===== src/x86cc_pkg.sv =====
// ----------------------------------------------------------------------------
// x86cc_pkg
// Shared types, constants and helpers for the x86 call chunk classifier.
// ----------------------------------------------------------------------------
`default_nettype none

package x86cc_pkg;

  // Longest chunk that the counters track before they saturate.
  localparam int MAX_CHUNK = 16384;

  // Counter width: enough to hold MAX_CHUNK itself.
  localparam int CNT_W = $clog2(MAX_CHUNK + 1);

  // Reported call count width and its ceiling.
  localparam int CALL_CNT_W    = 15;
  localparam int COUNT_OUT_MAX = 32767;

  // Width that holds both a counter and the reported ceiling.
  localparam int CMP_W = (CNT_W > CALL_CNT_W) ? CNT_W : CALL_CNT_W;

  // Byte window and the opcode bytes that it is checked against.
  localparam int         WIN_DEPTH   = 5;
  localparam logic [7:0] CALL_OPCODE = 8'hE8;
  localparam logic [7:0] BYTE_ONES   = 8'hFF;
  localparam logic [7:0] BYTE_ZERO   = 8'h00;

  // Verdict ratios in integer form: calls/len >= 1/500, hits/calls >= 1/5,
  // exe/calls >= 1/100.
  localparam int LEN_RATIO  = 500;
  localparam int HIT_RATIO  = 5;
  localparam int EXE_RATIO  = 100;

  typedef logic [CNT_W-1:0] cnt_t;

  // Snapshot of the chunk counters taken at the chunk's last byte.
  typedef struct packed {
    cnt_t len;
    cnt_t calls;
    cnt_t exe;
    cnt_t obj;
  } counts_t;

  typedef struct packed {
    logic                  is_exe;
    logic [CALL_CNT_W-1:0] call_count;
  } verdict_t;

  function automatic cnt_t sat_inc(input cnt_t v);
    cnt_t r;
    if (v >= CNT_W'(MAX_CHUNK)) begin
      r = CNT_W'(MAX_CHUNK);
    end else begin
      r = v + CNT_W'(1);
    end
    return r;
  endfunction

endpackage

`default_nettype wire


===== src/x86cc_in_if.sv =====
// ----------------------------------------------------------------------------
// x86cc_in_if
// Byte channel into the classifier: one chunk byte per transaction.
// ----------------------------------------------------------------------------
`default_nettype none

interface x86cc_in_if;
  logic       valid;
  logic       ready;
  logic [7:0] data_byte;
  logic       last_byte;

  modport source (output valid, output data_byte, output last_byte, input ready);
  modport sink   (input valid, input data_byte, input last_byte, output ready);
endinterface

`default_nettype wire


===== src/x86cc_out_if.sv =====
// ----------------------------------------------------------------------------
// x86cc_out_if
// Verdict channel out of the classifier: one verdict per chunk.
// ----------------------------------------------------------------------------
`default_nettype none

interface x86cc_out_if;
  logic        valid;
  logic        ready;
  logic        is_exe;
  logic [14:0] call_count;

  modport source (output valid, output is_exe, output call_count, input ready);
  modport sink   (input valid, input is_exe, input call_count, output ready);
endinterface

`default_nettype wire


===== src/x86cc_verdict.sv =====
// ----------------------------------------------------------------------------
// x86cc_verdict
// Turns a chunk's final counter snapshot into the code/data verdict.
// ----------------------------------------------------------------------------
`default_nettype none

module x86cc_verdict (
  input  x86cc_pkg::counts_t  counts,
  output x86cc_pkg::verdict_t verdict
);
  import x86cc_pkg::*;

  localparam int LEN_W = CNT_W + 9;
  localparam int HIT_W = CNT_W + 4;
  localparam int EXE_W = CNT_W + 7;

  logic [LEN_W-1:0] calls_scaled;
  logic [HIT_W-1:0] hits_scaled;
  logic [EXE_W-1:0] exe_scaled;
  logic [CMP_W-1:0] calls_ext;

  // Each product is a counter or counter sum times a constant; no overflow.
  assign calls_scaled = LEN_W'(counts.calls) * LEN_W'(LEN_RATIO);
  assign hits_scaled  = (HIT_W'(counts.exe) + HIT_W'(counts.obj)) * HIT_W'(HIT_RATIO);
  assign exe_scaled   = EXE_W'(counts.exe) * EXE_W'(EXE_RATIO);
  assign calls_ext    = CMP_W'(counts.calls);

  assign verdict.is_exe = (calls_scaled >= LEN_W'(counts.len)) &&
                          (hits_scaled >= HIT_W'(counts.calls)) &&
                          (exe_scaled >= EXE_W'(counts.calls));

  assign verdict.call_count = (calls_ext > CMP_W'(COUNT_OUT_MAX)) ?
                              CALL_CNT_W'(COUNT_OUT_MAX) :
                              CALL_CNT_W'(calls_ext);

endmodule

`default_nettype wire


===== src/x86_call_chunk_classifier_core.sv =====
// ----------------------------------------------------------------------------
// x86_call_chunk_classifier_core
// Classifies a byte chunk as x86 code or plain data by counting E8 calls.
// ----------------------------------------------------------------------------
// Usage:
//   byte_in carries one chunk byte per transaction; last_byte marks the final
//   byte. verdict_out carries exactly one transaction per chunk: is_exe and
//   the number of counted call opcodes. Bytes with last_byte low produce
//   nothing on verdict_out.
//   Throughput is one byte per cycle while byte_in is ready. A byte passes
//   an input register, then the counter and window update; a last byte
//   snapshots the counters into the snapshot register, and the ratio
//   compares feed the output register, which drives verdict_out.
//   When verdict_out stalls, bytes that are not the last of their chunk keep
//   flowing, since they only update the counters; a last byte waits in the
//   input register until the snapshot stage frees up, and byte_in drops
//   ready only while such a byte is waiting.
//   Reset (rst, synchronous) empties every stage and clears the counters and
//   the five-byte window, so the first byte after reset starts a new chunk.
// ----------------------------------------------------------------------------
`default_nettype none

module x86_call_chunk_classifier_core (
  input  wire logic   clk,
  input  wire logic   rst,
  x86cc_in_if.sink    byte_in,
  x86cc_out_if.source verdict_out
);
  import x86cc_pkg::*;

  // Input register.
  logic       s1_valid;
  logic [7:0] s1_byte;
  logic       s1_last;

  // Chunk state.
  logic [7:0] recent_bytes [WIN_DEPTH];
  cnt_t       byte_count;
  cnt_t       call_total;
  cnt_t       exe_hits;
  cnt_t       obj_hits;
  cnt_t       byte_count_next;
  cnt_t       call_total_next;
  cnt_t       exe_hits_next;
  cnt_t       obj_hits_next;

  // Snapshot register and output register.
  logic       s2_valid;
  counts_t    s2_counts;
  verdict_t   verdict;
  logic       out_valid;
  verdict_t   out_data;

  logic       out_en;
  logic       s2_en;
  logic       s1_go;
  logic       s1_en;
  logic       candidate;

  // Each stage moves on when the stage after it is empty or draining.
  // A non-final byte leaves nothing for the snapshot stage, so it never waits.
  assign out_en = !out_valid || verdict_out.ready;
  assign s2_en  = !s2_valid || out_en;
  assign s1_go  = s1_valid && (!s1_last || s2_en);
  assign s1_en  = !s1_valid || s1_go;

  assign byte_in.ready = s1_en;

  always_ff @(posedge clk) begin
    if (rst) begin
      s1_valid <= 1'b0;
    end else if (s1_en) begin
      s1_valid <= byte_in.valid;
    end
  end

  always_ff @(posedge clk) begin
    if (s1_en && byte_in.valid) begin
      s1_byte <= byte_in.data_byte;
      s1_last <= byte_in.last_byte;
    end
  end

  // The oldest window byte opens a candidate that completes with this byte;
  // the window holds valid history only after five bytes of the chunk.
  assign candidate = (byte_count >= CNT_W'(WIN_DEPTH)) &&
                     (recent_bytes[0] == CALL_OPCODE);

  always_comb begin
    call_total_next = call_total;
    exe_hits_next   = exe_hits;
    obj_hits_next   = obj_hits;
    if (candidate) begin
      call_total_next = sat_inc(call_total);
      if ((recent_bytes[WIN_DEPTH-1] == BYTE_ONES) && (s1_byte != BYTE_ONES)) begin
        exe_hits_next = sat_inc(exe_hits);
      end
      if ((recent_bytes[WIN_DEPTH-1] == BYTE_ZERO) && (s1_byte != BYTE_ZERO)) begin
        obj_hits_next = sat_inc(obj_hits);
      end
    end
    byte_count_next = sat_inc(byte_count);
  end

  // Counters and window clear once the last byte has been snapshotted.
  always_ff @(posedge clk) begin
    if (rst) begin
      byte_count <= '0;
      call_total <= '0;
      exe_hits   <= '0;
      obj_hits   <= '0;
      for (int i = 0; i < WIN_DEPTH; i++) begin
        recent_bytes[i] <= '0;
      end
    end else if (s1_go) begin
      if (s1_last) begin
        byte_count <= '0;
        call_total <= '0;
        exe_hits   <= '0;
        obj_hits   <= '0;
        for (int i = 0; i < WIN_DEPTH; i++) begin
          recent_bytes[i] <= '0;
        end
      end else begin
        byte_count <= byte_count_next;
        call_total <= call_total_next;
        exe_hits   <= exe_hits_next;
        obj_hits   <= obj_hits_next;
        for (int i = 0; i < WIN_DEPTH - 1; i++) begin
          recent_bytes[i] <= recent_bytes[i+1];
        end
        recent_bytes[WIN_DEPTH-1] <= s1_byte;
      end
    end
  end

  always_ff @(posedge clk) begin
    if (rst) begin
      s2_valid <= 1'b0;
    end else if (s2_en) begin
      s2_valid <= s1_go && s1_last;
    end
  end

  always_ff @(posedge clk) begin
    if (s2_en && s1_go && s1_last) begin
      s2_counts.len   <= byte_count_next;
      s2_counts.calls <= call_total_next;
      s2_counts.exe   <= exe_hits_next;
      s2_counts.obj   <= obj_hits_next;
    end
  end

  x86cc_verdict u_verdict (
    .counts  (s2_counts),
    .verdict (verdict)
  );

  always_ff @(posedge clk) begin
    if (rst) begin
      out_valid <= 1'b0;
    end else if (out_en) begin
      out_valid <= s2_valid;
    end
  end

  always_ff @(posedge clk) begin
    if (out_en && s2_valid) begin
      out_data <= verdict;
    end
  end

  assign verdict_out.valid      = out_valid;
  assign verdict_out.is_exe     = out_data.is_exe;
  assign verdict_out.call_count = out_data.call_count;

endmodule

`default_nettype wire

===== src/flat_wrapper.sv =====
// flat-port wrapper written by rule: the top's interface ports become plain ports
module x86_call_chunk_classifier_core_flat import x86cc_pkg::*;
  (clk, rst, byte_in_valid, byte_in_data_byte, byte_in_last_byte, byte_in_ready, verdict_out_valid, verdict_out_is_exe, verdict_out_call_count, verdict_out_ready);
  x86cc_in_if byte_in_i ();
  x86cc_out_if verdict_out_i ();
  input  wire logic clk;
  input  wire logic rst;
  input wire logic [$bits(byte_in_i.valid)-1:0] byte_in_valid;
  input wire logic [$bits(byte_in_i.data_byte)-1:0] byte_in_data_byte;
  input wire logic [$bits(byte_in_i.last_byte)-1:0] byte_in_last_byte;
  output wire logic [$bits(byte_in_i.ready)-1:0] byte_in_ready;
  output wire logic [$bits(verdict_out_i.valid)-1:0] verdict_out_valid;
  output wire logic [$bits(verdict_out_i.is_exe)-1:0] verdict_out_is_exe;
  output wire logic [$bits(verdict_out_i.call_count)-1:0] verdict_out_call_count;
  input wire logic [$bits(verdict_out_i.ready)-1:0] verdict_out_ready;
  assign byte_in_i.valid = byte_in_valid;
  assign byte_in_i.data_byte = byte_in_data_byte;
  assign byte_in_i.last_byte = byte_in_last_byte;
  assign byte_in_ready = byte_in_i.ready;
  assign verdict_out_valid = verdict_out_i.valid;
  assign verdict_out_is_exe = verdict_out_i.is_exe;
  assign verdict_out_call_count = verdict_out_i.call_count;
  assign verdict_out_i.ready = verdict_out_ready;
  x86_call_chunk_classifier_core u_core (.clk(clk), .rst(rst), .byte_in(byte_in_i), .verdict_out(verdict_out_i));
endmodule

===== config.mk =====
export PLATFORM = sky130hd
export DESIGN_NAME = x86_call_chunk_classifier_core_flat
export DESIGN_NICKNAME = d
export VERILOG_FILES = /design/src/x86cc_pkg.sv /design/src/x86cc_in_if.sv /design/src/x86cc_out_if.sv /design/src/x86cc_verdict.sv /design/src/x86_call_chunk_classifier_core.sv /design/src/flat_wrapper.sv
export SDC_FILE = /design/constraint.sdc
export NUM_CORES = 1
export LEC_CHECK = 0
export ABC_AREA = 1
export BUFFER_PORTS_ARGS = -buffer_cell sky130_fd_sc_hd__buf_4
export CAP_MARGIN = 0
export CORE_MARGIN = 4
export CORE_UTILIZATION = 45
export DETAILED_ROUTE_END_ITERATION = 6
export PLACE_DENSITY = 0.57
export SLEW_MARGIN = 0
export SYNTH_ARGS = -nofsm -noshare
export SYNTH_HDL_FRONTEND = slang
export SYNTH_HIERARCHICAL = 1
export SYNTH_SLANG_ARGS = --single-unit

===== constraint.sdc =====
create_clock -name clk -period 12.37 [get_ports clk]
set_input_delay 1.8555 -clock clk [delete_from_list [all_inputs] [get_ports clk]]
set_output_delay 1.8555 -clock clk [all_outputs]
set_load 0.05 [all_outputs]

==> results_dict.tcl <==
set metrics [dict create \
    hold_start "u_core/exe_hits[12]" \
    fin_skew_ns 0.0132 \
    crit_slowest_cell "fa_1" \
    cts_setup_buffers 0 \
    antenna_found_initial 0 \
    fmax_ghz 0.201 \
    synth_warnings 6 \
    syn_area_um2 16000 \
    postSynthAreaPerCell_um2 7.74 \
    antenna_left 0 \
    p_leak_nw 8.46 \
    cap_violations 0 \
    vias 12600 \
    grt_overflow 0 \
    cp_data_required_time_ns 12.56 \
    critPathMaxStageDelay_ns 0.54 \
    hold_class "flop to flop" \
    cts_sinks 188 \
    layoutNonFillerInstCount 2556 \
    relSlewSlack_pct 22.3 \
    synth_top_cell_area_share_pct 23.5 \
    path_cells "inv_1, fa_1, fa_1, fa_1, fa_1, inv_1, ha_1, a21oi_1, nand3_2, xor2_1, ha_1, nand2_1, nor2_1, nor3_1, nand2_1, nand2_1, nand2_1, nand2_1, nand4_1, nor2_1, a21oi_2" \
    synth-async-reset-ratio_pct 0 \
    hold_depth 2 \
    crit_type "flop to flop" \
    yosysTopAreaCell "edfxtp_1" \
    ys_types 47 \
    insertion_delay_ns 0.45 \
    fp.dieW_um 196 \
    ctsResizeCount 0 \
    clock_path_buffers 2 \
    hold_viol 0 \
    synthTopCellsByArea "edfxtp_1, ha_1, nand2_1, inv_1, dfxtp_1" \
    yosys_register_bits 188 \
    cp_max_fo 5 \
    final_cell_mix "nand2_1, inv_1, nor2_1, ha_1, edfxtp_1" \
    gp_congestion 0.888 \
    area_growth_syn_to_layout_pct 7.62 \
    crit_top_cell "nand2_1" \
    synth_edf_count 125 \
    cts_made_buffers 17 \
    cts_hold_buf 0 \
    grt_max_degree 61 \
    setup_ws_ns 7.40 \
    vias_per_cell 4.95 \
    cp.arrival_ns 5.16 \
    std_cell_rows 68 \
    period_share_pct 40.2 \
    hpwl_mm 27.3 \
    placed_cells 2524 \
    final_core_util_pct 49.4 \
    start_util_pct 45.9 \
    slew_violations 0 \
    reg2reg_depth 21 \
    cts_root_buf "clkbuf_16" \
    cts.clk_slew.worst_paths_ns 0.07 \
    antennaDiodeCount 0 \
    final_area_um2 17200 \
    tritoncts "built" \
    worstHoldEndpoint "u_core/exe_hits[12]" \
    synthCells 2063 \
    timing.rr.start "u_core/s2_counts[32]" \
    synthesis.nets 2331 \
    grt_setup_unrepaired "no" \
    track_usage_pct 18.4 \
    tns_ns 0 \
    critPathCaptureType "flop" \
    final.min_clock_period_ns 4.97 \
    finalSetupViolCount 0 \
    io_pins 31 \
    drive_above_1_share_pct 6.28 \
    status "finished clean" \
    p_per_area_nw_per_um2 85.3 \
    synthFlopType "edfxtp_1" \
    crit_family "adder cells" \
    timing.reg2reg.setup_slack_ns 7.40 \
    drt_first_iter_violations 631 \
    place_ws_ns 7.38 \
    place_area_um2 16600 \
    rr_endpoint "u_core/verdict_out.is_exe" \
    peakVddDrop_uv 101 \
    grt_pass1_wl_mm 58.3 \
    tightestPinTransition_ns 1.16 \
    routedWlPerCell_um 13.6 \
    drcViolationCount 0 \
    start_kind "flop" \
    routed_wl_mm 34.9 \
    grt_pass1_vias 11800 \
    die_h_um 196 \
    htreeDepth 4 \
    layout_commonest_cell "nand2_1" \
    ys_seq_area_share_pct 31.4 \
    fin_nets 2356 \
    drtPass1Iterations 5 \
    dieArea_um2 38500 \
    port_buffers 30 \
    core_area_um2 34800 \
    cp_num_buf_inv 2 \
]
[cell type report]
class,count,area [µm²]
repair buffers,35,263
clock buffers,19,454
inverters,393,1480
multi-input cells,1453,9280
well taps,455,569
clock inverters,13,126
fillers,3381,17600
flip-flops and latches,188,5010
[worst max-delay path by stage]
stage | cells past startpoint | start | endpoint
floorplan | 23 | u_core/s2_counts[30] | u_core/verdict_out.is_exe
global placement | 21 | u_core/s2_counts[32] | u_core/verdict_out.is_exe
detailed placement | 21 | u_core/s2_counts[32] | u_core/verdict_out.is_exe
CTS | 21 | u_core/s2_counts[32] | u_core/verdict_out.is_exe
global route | 21 | u_core/s2_counts[32] | u_core/verdict_out.is_exe
finish | 21 | u_core/s2_counts[32] | u_core/verdict_out.is_exe
[tightest hold or removal path, stage by stage (launching register included)]
cell and delay (ns):
dfxtp_1 0.34, nand2_1 0.07, nand2_1 0.04
[state kept, by name (all words and copies together), names as in the netlist]
signal and count:
u_core/byte_count 15, u_core/s2_valid 1, u_core/call_total 15, u_core/s1_valid 1, u_core/recent_bytes 40, u_core/verdict_out.is_exe 1
u_core/verdict_out.valid 1, u_core/s2_counts 60, u_core/obj_hits 15, u_core/s1_byte 8, u_core/s1_last 1, u_core/verdict_out.call_count 15
u_core/exe_hits 15
[routing by layer]
layer | global-route usage, % | part of all wire [%]
met4 | 5.17 | 1.7
met3 | 2.22 | 3.5
met1 | 26.6 | 50
met5 | 0 | 0
met2 | 29.2 | 45
[synth_stat cells (29+ instances only)]
cell type  instances
edfxtp_1         125
nor2_1           204
dfxtp_1           63
nand2_1          543
a21oi_1           65
nand4_1           44
xor2_1            29
nand3_1          116
inv_1            388
fa_1              62
o21ai_0           49
ha_1             193
[per-stage QoR]
step	power (mW)	hold WS (ns)
finish	1.47	0.490
global route	1.55	0.521
CTS	1.49	0.489
detailed placement	0.935	0.480
global placement	0.934	0.470
floorplan	0.883	0.452
[cells by family after synthesis]
group | share of synthesized area [%]
buffers and inverters | 10.5
AND/OR/NAND/NOR | 25.9
AO/OA/AOI/OAI | 6.66
flip-flops | 31.4
adder cells (fa/ha/maj) | 22.9
XOR/XNOR | 2.58
[where the power goes]
part	internal, mW	switching (mW)
clock	0.279	0.268
sequential	0.680	0.00695
combinational	0.0876	0.144
total	1.05	0.419
Power figures use the tool's default switching activity.
